`src/crop_zoom_two_times_interpolate_assert.svh`:
```
// ----------------------------------------------------------------------------
// Assertion macros for the crop and 2x zoom block
// Shared concurrent checks, sampled on clk and disabled while rst_n is low.
// ----------------------------------------------------------------------------
`ifndef CROP_ZOOM_TWO_TIMES_INTERPOLATE_ASSERT_SVH
`define CROP_ZOOM_TWO_TIMES_INTERPOLATE_ASSERT_SVH

// Condition holds at every edge out of reset
`define CZI_ASSERT_HOLDS(label, cond, msg) \
  label: assert property (@(posedge clk) disable iff (!rst_n) (cond)) else $error(msg);

// Antecedent implies consequent in the same cycle
`define CZI_ASSERT_IMPL(label, ante, cons, msg) \
  label: assert property (@(posedge clk) disable iff (!rst_n) (ante) |-> (cons)) else $error(msg);

// Antecedent implies consequent in the next cycle
`define CZI_ASSERT_NEXT(label, ante, cons, msg) \
  label: assert property (@(posedge clk) disable iff (!rst_n) (ante) |=> (cons)) else $error(msg);

`endif

```
`src/czi_pkg.sv`:
```
`timescale 1ns / 1ps
// ----------------------------------------------------------------------------
// czi_pkg
// Types, codes and helpers shared by the crop and 2x zoom modules.
// ----------------------------------------------------------------------------
`default_nettype none

package czi_pkg;

  // Configuration register indexes
  localparam logic [1:0] CFG_IMAGE_WIDTH = 2'd0;
  localparam logic [1:0] CFG_CROP_TOP    = 2'd1;
  localparam logic [1:0] CFG_CROP_LEFT   = 2'd2;
  localparam logic [1:0] CFG_CROP_SIZE   = 2'd3;

  // Result steps of one crop pixel, in emission order
  localparam logic [1:0] STEP_CTR  = 2'd0;
  localparam logic [1:0] STEP_UP   = 2'd1;
  localparam logic [1:0] STEP_LEFT = 2'd2;
  localparam logic [1:0] STEP_PIX  = 2'd3;

  // Depth of the queue between front and back
  localparam int QDEPTH = 2;

  typedef struct packed {
    logic [10:0] image_width;
    logic [9:0]  crop_top;
    logic [9:0]  crop_left;
    logic [8:0]  crop_size;
  } czi_cfg_t;

  // One classified crop pixel with its neighbor means
  typedef struct packed {
    logic [8:0] orow;      // even output row 2r
    logic [8:0] ocol;      // even output column 2c
    logic [7:0] pix;
    logic [7:0] hm_top;    // mean of above-left and above
    logic [7:0] hm_bot;    // mean of left and pixel
    logic [7:0] vm;        // mean of above and pixel
    logic       has_up;
    logic       has_left;
    logic       last;
  } czi_entry_t;

  // Round-half-up mean of two 8-bit values
  function automatic logic [7:0] mean2(input logic [7:0] a, input logic [7:0] b);
    logic [8:0] s;
    s = {1'b0, a} + {1'b0, b} + 9'd1;
    return s[8:1];
  endfunction

endpackage

`default_nettype wire

```
`src/czi_front.sv`:
```
`timescale 1ns / 1ps
// ----------------------------------------------------------------------------
// czi_front
// Tracks the image position, classifies pixels against the crop window,
// keeps the previous crop row and forms the neighbor means of each crop pixel.
// ----------------------------------------------------------------------------
`default_nettype none

module czi_front #(
  parameter int MAX_WIDTH = 1024,
  parameter int MAX_CROP  = 256
) (
  input  wire logic                clk,
  input  wire logic                rst_n,
  input  wire czi_pkg::czi_cfg_t   cfg,
  input  wire logic                in_valid,
  output logic                     in_ready,
  input  wire logic [7:0]          in_pixel,
  input  wire logic                in_frame_start,
  output logic                     push,
  output czi_pkg::czi_entry_t      push_entry,
  input  wire logic                q_ready
);
  import czi_pkg::*;

  localparam int CW   = $clog2(MAX_WIDTH);
  localparam int WW   = $clog2(MAX_WIDTH + 1);
  localparam int CMPW = (WW > 11) ? WW : 11;
  localparam int AW   = $clog2(MAX_CROP);

  logic [9:0]      row_r, row_nxt;
  logic [CW-1:0]   col_r, col_nxt;
  logic [7:0]      left_r;
  logic [7:0]      above_left_r;
  logic [7:0]      mem [MAX_CROP];
  logic [7:0]      rd_r;

  logic            s1_valid_r, s1_valid_nxt;
  logic [7:0]      s1_pix_r;
  logic [7:0]      s1_left_r;
  logic [8:0]      s1_orow_r;
  logic [8:0]      s1_ocol_r;
  logic            s1_has_up_r;
  logic            s1_has_left_r;
  logic            s1_last_r;

  logic            accept;
  logic            crop_hit;
  logic            s1_move;
  logic [9:0]      row_cur;
  logic [CW-1:0]   col_cur;
  logic [CMPW-1:0] width_eff;
  logic [CMPW-1:0] size_eff;
  logic [CMPW-1:0] col_inc;
  logic [CMPW-1:0] row_ext;
  logic [CMPW-1:0] col_ext;
  logic [CMPW-1:0] top_ext;
  logic [CMPW-1:0] left_ext;
  logic [CMPW-1:0] r_ext;
  logic [CMPW-1:0] c_ext;
  logic            in_crop;
  logic [AW-1:0]   addr;

  // Clamp the configured width and crop size to their legal ranges
  always_comb begin
    width_eff = CMPW'(cfg.image_width);
    if (width_eff == '0) begin
      width_eff = CMPW'(1);
    end else if (width_eff > CMPW'(MAX_WIDTH)) begin
      width_eff = CMPW'(MAX_WIDTH);
    end
    size_eff = CMPW'(cfg.crop_size);
    if (size_eff == '0) begin
      size_eff = CMPW'(1);
    end else if (size_eff > CMPW'(MAX_CROP)) begin
      size_eff = CMPW'(MAX_CROP);
    end
  end

  // Advance the raster position
  assign accept  = in_valid && in_ready;
  assign row_cur = in_frame_start ? '0 : row_r;
  assign col_cur = in_frame_start ? '0 : col_r;
  assign col_inc = CMPW'(col_cur) + CMPW'(1);

  always_comb begin
    row_nxt = row_r;
    col_nxt = col_r;
    if (accept) begin
      if (col_inc >= width_eff) begin
        col_nxt = '0;
        row_nxt = row_cur + 10'd1;
      end else begin
        col_nxt = col_inc[CW-1:0];
        row_nxt = row_cur;
      end
    end
  end

  // Classify against the crop window
  assign row_ext  = CMPW'(row_cur);
  assign col_ext  = CMPW'(col_cur);
  assign top_ext  = CMPW'(cfg.crop_top);
  assign left_ext = CMPW'(cfg.crop_left);
  assign r_ext    = row_ext - top_ext;
  assign c_ext    = col_ext - left_ext;
  assign in_crop  = (row_ext >= top_ext) && (col_ext >= left_ext) &&
                    (r_ext < size_eff) && (c_ext < size_eff);
  assign crop_hit = accept && in_crop;
  assign addr     = c_ext[AW-1:0];

  // Row store: read the pixel above, then overwrite it with this one
  always_ff @(posedge clk) begin
    if (crop_hit) begin
      mem[addr] <= in_pixel;
      rd_r      <= mem[addr];
    end
  end

  // Stage 1 waits for room in the queue
  assign s1_move  = s1_valid_r && q_ready;
  assign in_ready = !s1_valid_r || q_ready;

  always_comb begin
    s1_valid_nxt = s1_valid_r;
    if (crop_hit) begin
      s1_valid_nxt = 1'b1;
    end else if (s1_move) begin
      s1_valid_nxt = 1'b0;
    end
  end

  always_ff @(posedge clk) begin
    if (!rst_n) begin
      row_r        <= '0;
      col_r        <= '0;
      left_r       <= '0;
      above_left_r <= '0;
      s1_valid_r   <= 1'b0;
    end else begin
      row_r      <= row_nxt;
      col_r      <= col_nxt;
      s1_valid_r <= s1_valid_nxt;
      if (crop_hit) begin
        left_r <= in_pixel;
      end
      if (s1_move) begin
        above_left_r <= rd_r;
      end
    end
  end

  // Stage 1 payload
  always_ff @(posedge clk) begin
    if (crop_hit) begin
      s1_pix_r      <= in_pixel;
      s1_left_r     <= left_r;
      s1_orow_r     <= {r_ext[7:0], 1'b0};
      s1_ocol_r     <= {c_ext[7:0], 1'b0};
      s1_has_up_r   <= (r_ext != '0);
      s1_has_left_r <= (c_ext != '0);
      s1_last_r     <= (r_ext == size_eff - CMPW'(1)) && (c_ext == size_eff - CMPW'(1));
    end
  end

  // Form the queue entry with the neighbor means
  assign push = s1_move;

  always_comb begin
    push_entry.orow     = s1_orow_r;
    push_entry.ocol     = s1_ocol_r;
    push_entry.pix      = s1_pix_r;
    push_entry.hm_top   = mean2(above_left_r, rd_r);
    push_entry.hm_bot   = mean2(s1_left_r, s1_pix_r);
    push_entry.vm       = mean2(rd_r, s1_pix_r);
    push_entry.has_up   = s1_has_up_r;
    push_entry.has_left = s1_has_left_r;
    push_entry.last     = s1_last_r;
  end

endmodule

`default_nettype wire

```
`src/czi_queue.sv`:
```
`timescale 1ns / 1ps
// ----------------------------------------------------------------------------
// czi_queue
// Short queue of classified crop pixels between front and back.
// ----------------------------------------------------------------------------
`default_nettype none

module czi_queue (
  input  wire logic                 clk,
  input  wire logic                 rst_n,
  input  wire logic                 push,
  input  wire czi_pkg::czi_entry_t  push_entry,
  output logic                      q_ready,
  input  wire logic                 pop,
  output logic                      q_valid,
  output czi_pkg::czi_entry_t       q_head
);
  import czi_pkg::*;

  `include "crop_zoom_two_times_interpolate_assert.svh"

  localparam int QAW = (QDEPTH > 1) ? $clog2(QDEPTH) : 1;
  localparam logic [QAW:0]   FULL_CNT = (QAW + 1)'(QDEPTH);
  localparam logic [QAW-1:0] LAST_PTR = QAW'(QDEPTH - 1);

  czi_entry_t     slots [QDEPTH];
  logic [QAW-1:0] wr_ptr_r, wr_ptr_nxt;
  logic [QAW-1:0] rd_ptr_r, rd_ptr_nxt;
  logic [QAW:0]   count_r, count_nxt;

  assign q_ready = (count_r != FULL_CNT);
  assign q_valid = (count_r != '0);
  assign q_head  = slots[rd_ptr_r];

  // Advance pointers and occupancy
  always_comb begin
    wr_ptr_nxt = wr_ptr_r;
    rd_ptr_nxt = rd_ptr_r;
    count_nxt  = count_r;
    if (push) begin
      wr_ptr_nxt = (wr_ptr_r == LAST_PTR) ? '0 : wr_ptr_r + QAW'(1);
    end
    if (pop) begin
      rd_ptr_nxt = (rd_ptr_r == LAST_PTR) ? '0 : rd_ptr_r + QAW'(1);
    end
    if (push && !pop) begin
      count_nxt = count_r + (QAW + 1)'(1);
    end else if (pop && !push) begin
      count_nxt = count_r - (QAW + 1)'(1);
    end
  end

  always_ff @(posedge clk) begin
    if (!rst_n) begin
      wr_ptr_r <= '0;
      rd_ptr_r <= '0;
      count_r  <= '0;
    end else begin
      wr_ptr_r <= wr_ptr_nxt;
      rd_ptr_r <= rd_ptr_nxt;
      count_r  <= count_nxt;
    end
  end

  always_ff @(posedge clk) begin
    if (push) begin
      slots[wr_ptr_r] <= push_entry;
    end
  end

  `CZI_ASSERT_IMPL(a_no_overflow, push, count_r != FULL_CNT, "push into full queue")
  `CZI_ASSERT_IMPL(a_no_underflow, pop, count_r != '0, "pop from empty queue")

endmodule

`default_nettype wire

```
`src/czi_back.sv`:
```
`timescale 1ns / 1ps
// ----------------------------------------------------------------------------
// czi_back
// Expands each queued crop pixel into its zoom results, one per cycle while
// the output is not stalled, into a registered output stage.
// ----------------------------------------------------------------------------
`default_nettype none

module czi_back (
  input  wire logic                 clk,
  input  wire logic                 rst_n,
  input  wire logic                 q_valid,
  input  wire czi_pkg::czi_entry_t  q_head,
  output logic                      pop,
  output logic                      out_valid,
  input  wire logic                 out_ready,
  output logic [8:0]                out_row,
  output logic [8:0]                out_col,
  output logic [7:0]                out_value,
  output logic                      out_run_last,
  output logic                      out_zoom_done
);
  import czi_pkg::*;

  `include "crop_zoom_two_times_interpolate_assert.svh"

  logic [3:0] taken_r, taken_nxt;
  logic       out_valid_r, out_valid_nxt;
  logic [8:0] out_row_r;
  logic [8:0] out_col_r;
  logic [7:0] out_value_r;
  logic       out_run_last_r;
  logic       out_zoom_done_r;

  logic [3:0] mask;
  logic [3:0] pend;
  logic [1:0] step;
  logic       load;
  logic [8:0] row_sel;
  logic [8:0] col_sel;
  logic [7:0] value_sel;
  logic       run_last_sel;
  logic       done_sel;

  // Results present for the head pixel, minus those already sent
  always_comb begin
    mask            = '0;
    mask[STEP_CTR]  = q_head.has_up && q_head.has_left;
    mask[STEP_UP]   = q_head.has_up;
    mask[STEP_LEFT] = q_head.has_left;
    mask[STEP_PIX]  = 1'b1;
    pend            = mask & ~taken_r;
  end

  // Pick the next result in raster order
  always_comb begin
    if (pend[STEP_CTR]) begin
      step = STEP_CTR;
    end else if (pend[STEP_UP]) begin
      step = STEP_UP;
    end else if (pend[STEP_LEFT]) begin
      step = STEP_LEFT;
    end else begin
      step = STEP_PIX;
    end
  end

  // Decode the chosen result
  always_comb begin
    row_sel      = q_head.orow;
    col_sel      = q_head.ocol;
    value_sel    = q_head.pix;
    run_last_sel = 1'b0;
    done_sel     = 1'b0;
    unique case (step)
      STEP_CTR: begin
        row_sel   = q_head.orow - 9'd1;
        col_sel   = q_head.ocol - 9'd1;
        value_sel = mean2(q_head.hm_top, q_head.hm_bot);
      end
      STEP_UP: begin
        row_sel   = q_head.orow - 9'd1;
        value_sel = q_head.vm;
      end
      STEP_LEFT: begin
        col_sel   = q_head.ocol - 9'd1;
        value_sel = q_head.hm_bot;
      end
      STEP_PIX: begin
        run_last_sel = 1'b1;
        done_sel     = q_head.last;
      end
      default: begin
        run_last_sel = 1'b0;
      end
    endcase
  end

  // Load the output register from the queue when it is free or being drained
  assign load = q_valid && (!out_valid_r || out_ready);
  assign pop  = load && (step == STEP_PIX);

  always_comb begin
    taken_nxt = taken_r;
    if (pop) begin
      taken_nxt = '0;
    end else if (load) begin
      taken_nxt = taken_r | (4'd1 << step);
    end
    out_valid_nxt = out_valid_r;
    if (load) begin
      out_valid_nxt = 1'b1;
    end else if (out_ready) begin
      out_valid_nxt = 1'b0;
    end
  end

  always_ff @(posedge clk) begin
    if (!rst_n) begin
      taken_r     <= '0;
      out_valid_r <= 1'b0;
    end else begin
      taken_r     <= taken_nxt;
      out_valid_r <= out_valid_nxt;
    end
  end

  always_ff @(posedge clk) begin
    if (load) begin
      out_row_r       <= row_sel;
      out_col_r       <= col_sel;
      out_value_r     <= value_sel;
      out_run_last_r  <= run_last_sel;
      out_zoom_done_r <= done_sel;
    end
  end

  assign out_valid     = out_valid_r;
  assign out_row       = out_row_r;
  assign out_col       = out_col_r;
  assign out_value     = out_value_r;
  assign out_run_last  = out_run_last_r;
  assign out_zoom_done = out_zoom_done_r;

  `CZI_ASSERT_NEXT(a_pop_marks_last, pop, out_valid_r && out_run_last_r, "pop without run end")
  `CZI_ASSERT_IMPL(a_done_on_last, out_valid_r && out_zoom_done_r, out_run_last_r, "done off run end")
  `CZI_ASSERT_HOLDS(a_pix_never_kept, !taken_r[STEP_PIX], "pixel step left pending")

endmodule

`default_nettype wire

```
`src/crop_zoom_two_times_interpolate.sv`:
```
`timescale 1ns / 1ps
// A crop pixel's results pass through stage 1, the queue and the output register.
// Pixels outside the crop window are taken one per cycle while in_ready is high; on the single
//   result port a crop pixel gives 4 results inside, 2 on top row or left column, 1 at corner.
// Reset: clears position counters, neighbor registers, queue and output valid; registers
//   return to width 1, top 0, left 0, size 1. The crop row store is not cleared.
// ----------------------------------------------------------------------------
// crop_zoom_two_times_interpolate
// Crops a square window from a raster grey image and emits its 2x bilinear zoom.
// ----------------------------------------------------------------------------
`default_nettype none

module crop_zoom_two_times_interpolate #(
  parameter int MAX_WIDTH = 1024,
  parameter int MAX_CROP  = 256
) (
  input  wire logic        clk,
  input  wire logic        rst_n,
  input  wire logic        in_valid,
  output logic             in_ready,
  input  wire logic [7:0]  in_pixel,
  input  wire logic        in_frame_start,
  output logic             out_valid,
  input  wire logic        out_ready,
  output logic [8:0]       out_row,
  output logic [8:0]       out_col,
  output logic [7:0]       out_value,
  output logic             out_run_last,
  output logic             out_zoom_done,
  input  wire logic        cfg_valid,
  output logic             cfg_ready,
  input  wire logic [1:0]  cfg_index,
  input  wire logic [10:0] cfg_data
);
  import czi_pkg::*;

  czi_cfg_t   cfg_r;
  czi_entry_t push_entry;
  czi_entry_t q_head;
  logic       push;
  logic       q_ready;
  logic       q_valid;
  logic       pop;

  // Configuration registers
  assign cfg_ready = 1'b1;

  always_ff @(posedge clk) begin
    if (!rst_n) begin
      cfg_r.image_width <= 11'd1;
      cfg_r.crop_top    <= '0;
      cfg_r.crop_left   <= '0;
      cfg_r.crop_size   <= 9'd1;
    end else if (cfg_valid && cfg_ready) begin
      unique case (cfg_index)
        CFG_IMAGE_WIDTH: cfg_r.image_width <= cfg_data;
        CFG_CROP_TOP:    cfg_r.crop_top    <= cfg_data[9:0];
        CFG_CROP_LEFT:   cfg_r.crop_left   <= cfg_data[9:0];
        CFG_CROP_SIZE:   cfg_r.crop_size   <= cfg_data[8:0];
        default:         cfg_r.crop_size   <= cfg_r.crop_size;
      endcase
    end
  end

  czi_front #(
    .MAX_WIDTH (MAX_WIDTH),
    .MAX_CROP  (MAX_CROP)
  ) u_front (
    .clk            (clk),
    .rst_n          (rst_n),
    .cfg            (cfg_r),
    .in_valid       (in_valid),
    .in_ready       (in_ready),
    .in_pixel       (in_pixel),
    .in_frame_start (in_frame_start),
    .push           (push),
    .push_entry     (push_entry),
    .q_ready        (q_ready)
  );

  czi_queue u_queue (
    .clk        (clk),
    .rst_n      (rst_n),
    .push       (push),
    .push_entry (push_entry),
    .q_ready    (q_ready),
    .pop        (pop),
    .q_valid    (q_valid),
    .q_head     (q_head)
  );

  czi_back u_back (
    .clk           (clk),
    .rst_n         (rst_n),
    .q_valid       (q_valid),
    .q_head        (q_head),
    .pop           (pop),
    .out_valid     (out_valid),
    .out_ready     (out_ready),
    .out_row       (out_row),
    .out_col       (out_col),
    .out_value     (out_value),
    .out_run_last  (out_run_last),
    .out_zoom_done (out_zoom_done)
  );

endmodule

`default_nettype wire
```
`config.mk`:
```
export PLATFORM = sky130hd
export DESIGN_NAME = crop_zoom_two_times_interpolate
export DESIGN_NICKNAME = d
export VERILOG_FILES = /design/src/czi_pkg.sv /design/src/czi_front.sv /design/src/czi_queue.sv /design/src/czi_back.sv /design/src/crop_zoom_two_times_interpolate.sv
export VERILOG_INCLUDE_DIRS = /design/src /design/src/src
export SDC_FILE = /design/constraint.sdc
export NUM_CORES = 2
export LEC_CHECK = 0
export BUFFER_PORTS_ARGS = -buffer_cell sky130_fd_sc_hd__buf_2
export CAP_MARGIN = 40
export CORE_MARGIN = 1.5
export CORE_UTILIZATION = 50
export CTS_CLUSTER_DIAMETER = 60
export DETAILED_ROUTE_END_ITERATION = 10
export PLACE_DENSITY = 0.64
export SYNTH_ARGS = -nofsm -noshare
export SYNTH_HDL_FRONTEND = slang
export SYNTH_SLANG_ARGS = --single-unit
```
`constraint.sdc`:
```
create_clock -name clk -period 9.6 [get_ports clk]
set_input_delay 0.96 -clock clk [delete_from_list [all_inputs] [get_ports clk]]
set_output_delay 0.96 -clock clk [all_outputs]
set_load 0.05 [all_outputs]
```
; After elaboration in Yosys (flattened, before gate mapping)
; Memory sizes are Yosys's and may differ from the RTL's. A register that Yosys moved wholly into a read port is not among the register bits.
; Index checks and enable logic that the tools add are counted.
[op_classes]
reduce_logical = 35
addsub = 19
n_mux = 29
shifts = 1
n_eq_ne = 9
order_cmp = 7
bitwise = 4
[ops]
columns = operator, n
row1 = $mux 10, 4
row2 = $add 8x8->9, 4
row3 = $add 9x1->9 const B, 4
row4 = $mux 11, 3
row5 = $mux 9, 3
row6 = $pmux 8 s3, 1
row7 = $eq 11x11->1, 2
row8 = $lt 11x11->1, 2
row9 = $reduce_bool 11->1, 2
row10 = $sub 10x10->11, 2
row11 = $ge 10x10->1, 2
row12 = $sub 9x1->9 const B, 2
row13 = $mux 1, 14
row14 = $logic_and 1x1->1, 12
row15 = $add 10x1->11 const B, 1
row16 = $ge 11x11->1, 1
row17 = $gt 11x11->1 const B, 1
row18 = $logic_not 11->1, 1
row19 = $sub 11x1->11 const B, 1
row20 = $add 10x1->10 const B, 1
row21 = $gt 9x9->1 const B, 1
row22 = $logic_not 9->1, 1
row23 = $eq 2x2->1 const B, 4
row24 = $mux 2, 4
row25 = other kinds (16), 31
[word_totals]
mem_bits_rw = 2150
mem_count = 2
regBits = 149
[memory_table]
columns = name, depth, word_bits, rd, rd_ports_with_merged_regs, wr, line_no
row1 = u_front.mem, 256, 8, 1, 1, 1, czi_front.sv:35  ; logic [7:0] mem [MAX_CROP];
row2 = u_queue.slots, 2, 51, 1, 1, 1, czi_queue.sv:26  ; czi_entry_t slots [QDEPTH];

; Depth between registers and ports, before layout
[depth]
ltp_word = 10
depth_mapped = 22

; By module
; A second synthesis with hierarchy kept.
[unflattened]
cells_unflattened = 5263
area_unflattened_um2 = 94120.3
[by_module_without_submodules]
columns = mod, cells_per_inst, instances, area_per_inst_um2
row1 = czi_front, 4742, 1, 86503.0
row2 = czi_queue, 187, 1, 4060.1
row3 = czi_back, 185, 1, 2044.5
row4 = crop_zoom_two_times_interpolate, 149, 1, 1512.7

; Least setup slack after synthesis
; No wires, ideal clock.
[synth_path]
path_type = input-to-reg
from = in in_frame_start
to = mem u_front.mem[185][0], enable pin
t_required_ns = 9.217
n_path_buf = 5
setup_slack_ns = 3.133
cell_stages = 19
setup_time_ns = 0.383
t_arrival_ns = 6.083
cell_sequence = clkbuf_1 > clkbuf_1 > nor2b_1 > ha_1 > nor2b_1 > o21ai_0 > nand2b_1 > xor2_1 > clkbuf_1 > buf_1 > clkbuf_1 > ha_1 > o21ai_0 > a21oi_1 > o221ai_1 > o211ai_1 > a2111oi_4 > nand3_4 > nor3_1
[synth_via]
word_cells_on_any_way = 14
cone_classes = add/sub (2) / order compare (4) / mux (4) / reduce/logical (4)
[synth_lines]
columns = item, line_no
row1 = from (decl), crop_zoom_two_times_interpolate.sv:22  ; input wire logic in_frame_start,
row2 = $mux 10 *, czi_front.sv:83  ; assign col_cur = in_frame_start ? '0 : col_r;
row3 = $sub 10x10->11 *, czi_front.sv:106  ; assign c_ext = col_ext - left_ext;
row4 = net u_front.c_ext[3], czi_front.sv:60  ; logic [CMPW-1:0] c_ext;
row5 = $lt 11x11->1, czi_front.sv:108  ; (r_ext < size_eff) && (c_ext < size_eff);
row6 = $logic_and 1x1->1, czi_front.sv:108
row7 = $logic_and 1x1->1, czi_front.sv:109  ; assign crop_hit = accept && in_crop;
row8 = $mux 1, czi_front.sv:114  ; if (crop_hit) begin
row9 = $mux 1 (implied by the code), czi_front.sv:115  ; mem[addr] <= in_pixel;
row10 = to (decl), czi_front.sv:35
; Mark *: on every way through the listed nets, which the timed path passes. The rest lies on a longest branch.

; Final worst setup path
[layout_path]
from = in in_frame_start
to = mem u_front.mem[243][3], enable pin
[layout_via]
elab_chain_cells = 8
word_cells_on_any_way = 14
cone_classes = add/sub (2) / order compare (4) / mux (4) / reduce/logical (4)
[layout_rtl]
columns = item, line_no
row1 = $mux 10 (on tied branches), "czi_front.sv:82, czi_front.sv:83"
row2 = $sub 10x10->11 or $ge 10x10->1 (tied branches), "czi_front.sv:105, czi_front.sv:107"
row3 = $lt 11x11->1 or $logic_and 1x1->1 (tied branches), "czi_front.sv:108, czi_front.sv:107"
row4 = $logic_and 1x1->1, czi_front.sv:107  ; assign in_crop = (row_ext >= top_ext) && (col_ext >= left_ext) &&
row5 = $logic_and 1x1->1, czi_front.sv:108
row6 = $logic_and 1x1->1, czi_front.sv:109
row7 = $mux 1, czi_front.sv:114
row8 = $mux 1 (implied by the code), czi_front.sv:115
; Parallel ways exist; a longest one is shown, timed or not.

==> run_results.csv <==
group,metric,value,unit
outcome,run_status,"finished clean",
synthesis,most_repeated_cell_in_the_gate_level_netlist_after_synthesis,"sky130_fd_sc_hd__edfxtp_1",
synthesis,ys_seq_elements,2307,
synthesis,synth_enable_flop_cells,2221,
min_path,hp-class,"primary input to register",
final_layout,nets,4899,
timing,worst_slew_margin_relative_to_its_limit,0.315,
floorplanning,fp-row-count,157,
synthesis,synth_top_family_by_area,"multiplexers",
final_layout,layout-drive-gt1-share,0.240,
floorplanning,die-width,433,um
synthesis,yosys_warnings,0,
critical_path,critPathRequiredTime,10.10,ns
timing,final.min_clock_period,6.59,ns
floorplanning,core_region_area,183000,um2
floorplanning,io-pin-count,58,
timing,timing.final.max_slew_violations,0,
cts,clkLatencyLatePin,0.88,ns
timing,hold_violations,0,
global_route,grt_antenna_before_repair,10,
global_route,grt_max_degree,135,
final_layout,finalNonFillerCells,7454,
drt,drt.antenna.violating_nets,0,
drt,avgRoutedWirePerCell,30.9,um
critical_path,cp.arrival,7.08,ns
synthesis,synth.avg_cell_area,20.0,um2
power,ir_drop,0.194,mV
floorplanning,area_enclosed_by_the_die_boundary,188000,um2
global_route,global_route.usage.met2,0.377,
timing,timing_worst_slew_pin_value,1.03,ns
cts,clock_tree.buffer_depth,3,
synthesis,postSynthNetCount,4750,
placed_design,dpl.hpwl,145000,um
final_layout,synthesis_to_layout_area_growth,12.0,%
drt,drt_pass1_iterations,6,
placed_design,numPortBuffers,56,
cts,clk_transition_reported_paths,0.06,ns
final_layout,fillCellCount,13700,
synthesis,netlist_top_cells_area,"sky130_fd_sc_hd__edfxtp_1 (72%), sky130_fd_sc_hd__mux4_2 (15%), sky130_fd_sc_hd__dfxtp_1 (1.9%), sky130_fd_sc_hd__nor2_1 (1.3%), sky130_fd_sc_hd__mux2i_1 (1.1%)",
global_route,first_global_vias,45500,
critical_path,critPathCaptureType,"register",
power,report.power.total,22.0,mW
timing,finalClockSkew,0.0420,ns
synthesis,synth_commonest_cells,"sky130_fd_sc_hd__edfxtp_1 (2,221), sky130_fd_sc_hd__mux4_2 (631), sky130_fd_sc_hd__nor2_1 (328)",
critical_path,critical_path.max_fanout,44,
synthesis,post_synth_fa_ha_maj_area_fraction,0.0121,
timing,totalNegativeSetupSlack,0,ns
final_layout,final_core_util,0.566,
timing,setup-violations-final,0,
global_route,global_route.usage.met3,0.0551,
critical_path,worst-setup-path-type,"primary input to register",
synthesis,complex_gate_fraction_of_the_synthesized_area,0.0217,
cts,cts_htree_levels,4,
timing,fmax,152,MHz
synthesis,synth_sequential_area_ratio,0.739,
synthesis,synth.cell_area,92600,um2
synthesis,synth_cell_type_count,82,
cts,clkSinkCount,2307,
synthesis,synthMuxAreaShare,0.167,
power,p_leak,32.3,nW
drt,vias_per_cell,6.19,
global_route,grt_first_pass_wirelength,332000,um
timing,final_min_period_over_clock_period,0.686,
global_route,grt.met1_usage,0.355,
floorplanning,floorplan.die.height,433,um
drt,drc,0,
placed_design,placed_cells_incl_taps,7019,
global_route,grt.overflow.total,0,
drt,initialDrtViolationCount,5749,
synthesis,synth_async_sr_flop_share,0,
cts,post_cts.repair.setup_buffers,0,
global_route,groute.usage.overall,0.248,
synthesis,synth.largest_area_cell,"sky130_fd_sc_hd__edfxtp_1",
synthesis,postSynthCellCount,4638,
cts,cts-hold-fix-buffers,0,
cts,tritoncts,"done",
cts,post_cts.resized_instances,0,
synthesis,synthesized_area_fraction_occupied_by_and_or_nand_nor_cells,0.0404,
synthesis,synthXorXnorAreaFrac,0.00659,
timing,rsz0062_at_grt,"false",
drt,drt_wl_total,230000,um
global_route,top_usage_layer,"met2",
flow_run,cap_viol_max_count,0,
placed_design,gp_congestion,0.870,
synthesis,synth_top_cell_area_share,0.720,
drt,routed-via-count,46100,
cts,cts-root-buf,"sky130_fd_sc_hd__clkbuf_16",
synthesis,synth-main-ff-cell,"sky130_fd_sc_hd__edfxtp_1",
cts,cts_inserted_buffers,229,
power,power.density_cell_area,212,nW/um2
floorplanning,initial_utilization,0.505,
critical_path,crit_path_start_kind,"primary input",
[kinds of logic (layout without fill, tap and decap cells)]
group                    Yosys count  in the layout
AND/OR/NAND/NOR                  827            827
flip-flops                      2307           2307
buffers and inverters            296            643
XOR/XNOR                          68             68
other                              1              6
adder cells (fa/ha/maj)           86             86
AO/OA/AOI/OAI                    296            296
multiplexers                     757            757
[state kept, by name (all words and copies together), names as in the netlist, 2 cells and up, named ones only]
signal	flops
u_back.taken_r	3
u_queue.count_r	2
u_front.rd_r	8
u_back.out_value	8
u_front.left_r	8
u_front.s1_ocol_r	8
u_front.s1_orow_r	8
u_front.mem	2048
u_front.s1_left_r	8
u_front.row_r	10
u_back.out_col	9
u_front.col_r	10
cfg_r	40
u_front.s1_pix_r	8
u_front.above_left_r	8
u_back.out_row	9
u_queue.slots	102
[layout by cell type, fill, tap and decap left out, types with 12 or more instances in the layout]
| cell type | instances |
|---|---|
| sky130_fd_sc_hd__o211ai_1 | 14 |
| sky130_fd_sc_hd__buf_4 | 70 |
| sky130_fd_sc_hd__bufinv_16 | 19 |
| sky130_fd_sc_hd__nor2b_1 | 46 |
| sky130_fd_sc_hd__clkinv_2 | 41 |
| sky130_fd_sc_hd__nor3_1 | 43 |
| sky130_fd_sc_hd__a21oi_1 | 75 |
| sky130_fd_sc_hd__dfxtp_1 | 85 |
| sky130_fd_sc_hd__nand2_1 | 262 |
| sky130_fd_sc_hd__xnor2_1 | 33 |
| sky130_fd_sc_hd__clkbuf_16 | 229 |
| sky130_fd_sc_hd__o21bai_1 | 12 |
| sky130_fd_sc_hd__inv_1 | 55 |
| sky130_fd_sc_hd__buf_2 | 48 |
| sky130_fd_sc_hd__nor2_1 | 324 |
| sky130_fd_sc_hd__ha_1 | 78 |
| sky130_fd_sc_hd__nand2b_1 | 21 |
| sky130_fd_sc_hd__nand4_1 | 12 |
| sky130_fd_sc_hd__mux4_2 | 631 |
| sky130_fd_sc_hd__nor4_1 | 13 |
| sky130_fd_sc_hd__nand3_1 | 22 |
| sky130_fd_sc_hd__mux2_2 | 25 |
| sky130_fd_sc_hd__clkinv_1 | 43 |
| sky130_fd_sc_hd__a31oi_1 | 13 |
| sky130_fd_sc_hd__o21ai_0 | 49 |
| sky130_fd_sc_hd__a21boi_0 | 37 |
| sky130_fd_sc_hd__clkinvlp_4 | 12 |
| sky130_fd_sc_hd__buf_12 | 12 |
| sky130_fd_sc_hd__or2_2 | 14 |
| sky130_fd_sc_hd__clkbuf_1 | 55 |
| sky130_fd_sc_hd__xor2_1 | 30 |
| sky130_fd_sc_hd__mux2i_1 | 101 |
| sky130_fd_sc_hd__buf_16 | 12 |
| sky130_fd_sc_hd__edfxtp_1 | 2221 |
[per-stage QoR]
stage                     hold WS [ns]  setup slack (ns)  instance area [um2]
after detailed placement         0.415              2.22                96300
after CTS                        0.280              3.14               104000
after global routing             0.326              2.75               104000
final                            0.338              3.01               104000
after floorplan                  0.408              3.13                92600
after global placement           0.413              2.04                95900
[report_power, final]
group / total, mW / switching [mW] / internal, mW
registers: 11.1 / 0.0133 / 11.0
clock network: 8.80 / 3.85 / 4.95
logic: 2.15 / 1.34 / 0.813
total: 22.0 / 5.20 / 16.8
[worst max-delay path, stage by stage]
cell                        delay, ns
sky130_fd_sc_hd__buf_2           0.49
sky130_fd_sc_hd__nor2b_1         0.20
sky130_fd_sc_hd__inv_1           0.15
sky130_fd_sc_hd__ha_4            0.15
sky130_fd_sc_hd__inv_1           0.05
sky130_fd_sc_hd__fa_4            0.49
sky130_fd_sc_hd__a21o_1          0.23
sky130_fd_sc_hd__a21oi_1         0.35
sky130_fd_sc_hd__xor2_4          0.16
sky130_fd_sc_hd__buf_4           0.48
sky130_fd_sc_hd__inv_1           0.13
sky130_fd_sc_hd__ha_1            0.29
sky130_fd_sc_hd__o21ai_0         0.16
sky130_fd_sc_hd__a21oi_1         0.08
sky130_fd_sc_hd__o221ai_1        0.17
sky130_fd_sc_hd__o211ai_1        0.17
sky130_fd_sc_hd__a2111oi_4       0.29
sky130_fd_sc_hd__buf_4           0.25
sky130_fd_sc_hd__nand3_4         0.63
sky130_fd_sc_hd__buf_4           0.52
sky130_fd_sc_hd__nor2_1          0.59
[area by class of cell]
| cell class | instances | area (um2) | share of cell area |
|---|---|---|---|
| flip-flops and latches | 2307 | 68400 | 0.659 |
| multi-input cells | 2035 | 23100 | 0.222 |
| clock buffers | 286 | 5960 | 0.0575 |
| well taps | 2464 | 3080 | 0.0297 |
| repair buffers | 155 | 1510 | 0.0145 |
| clock inverters | 143 | 1470 | 0.0142 |
| inverters | 59 | 221 | 0.00213 |
| diodes | 5 | 12.5 | 0.000121 |
[worst paths after layout]
kind	startpoint	to	slack (ns)	cells after the start
max	in_frame_start	u_front.mem[243][3]$_DFFE_PP_	3.01	21
min	cfg_data[10]	cfg_r[39]$_SDFFE_PN0P_	0.34	3
max reg2reg	u_front.col_r[0]$_SDFFE_PN0P_	u_front.mem[243][3]$_DFFE_PP_	3.30	20
min reg2reg	u_front.left_r[1]$_SDFFE_PN0P_	u_front.s1_left_r[1]$_DFFE_PP_	0.43	0
[routing by layer]
layer	up-vias	routed length, um
li1	19200	-
met5	-	21
met2	2225	107000
met3	360	20000
met4	4	8120
met1	24300	94900
No activity file was read; power rests on OpenSTA's default activity.
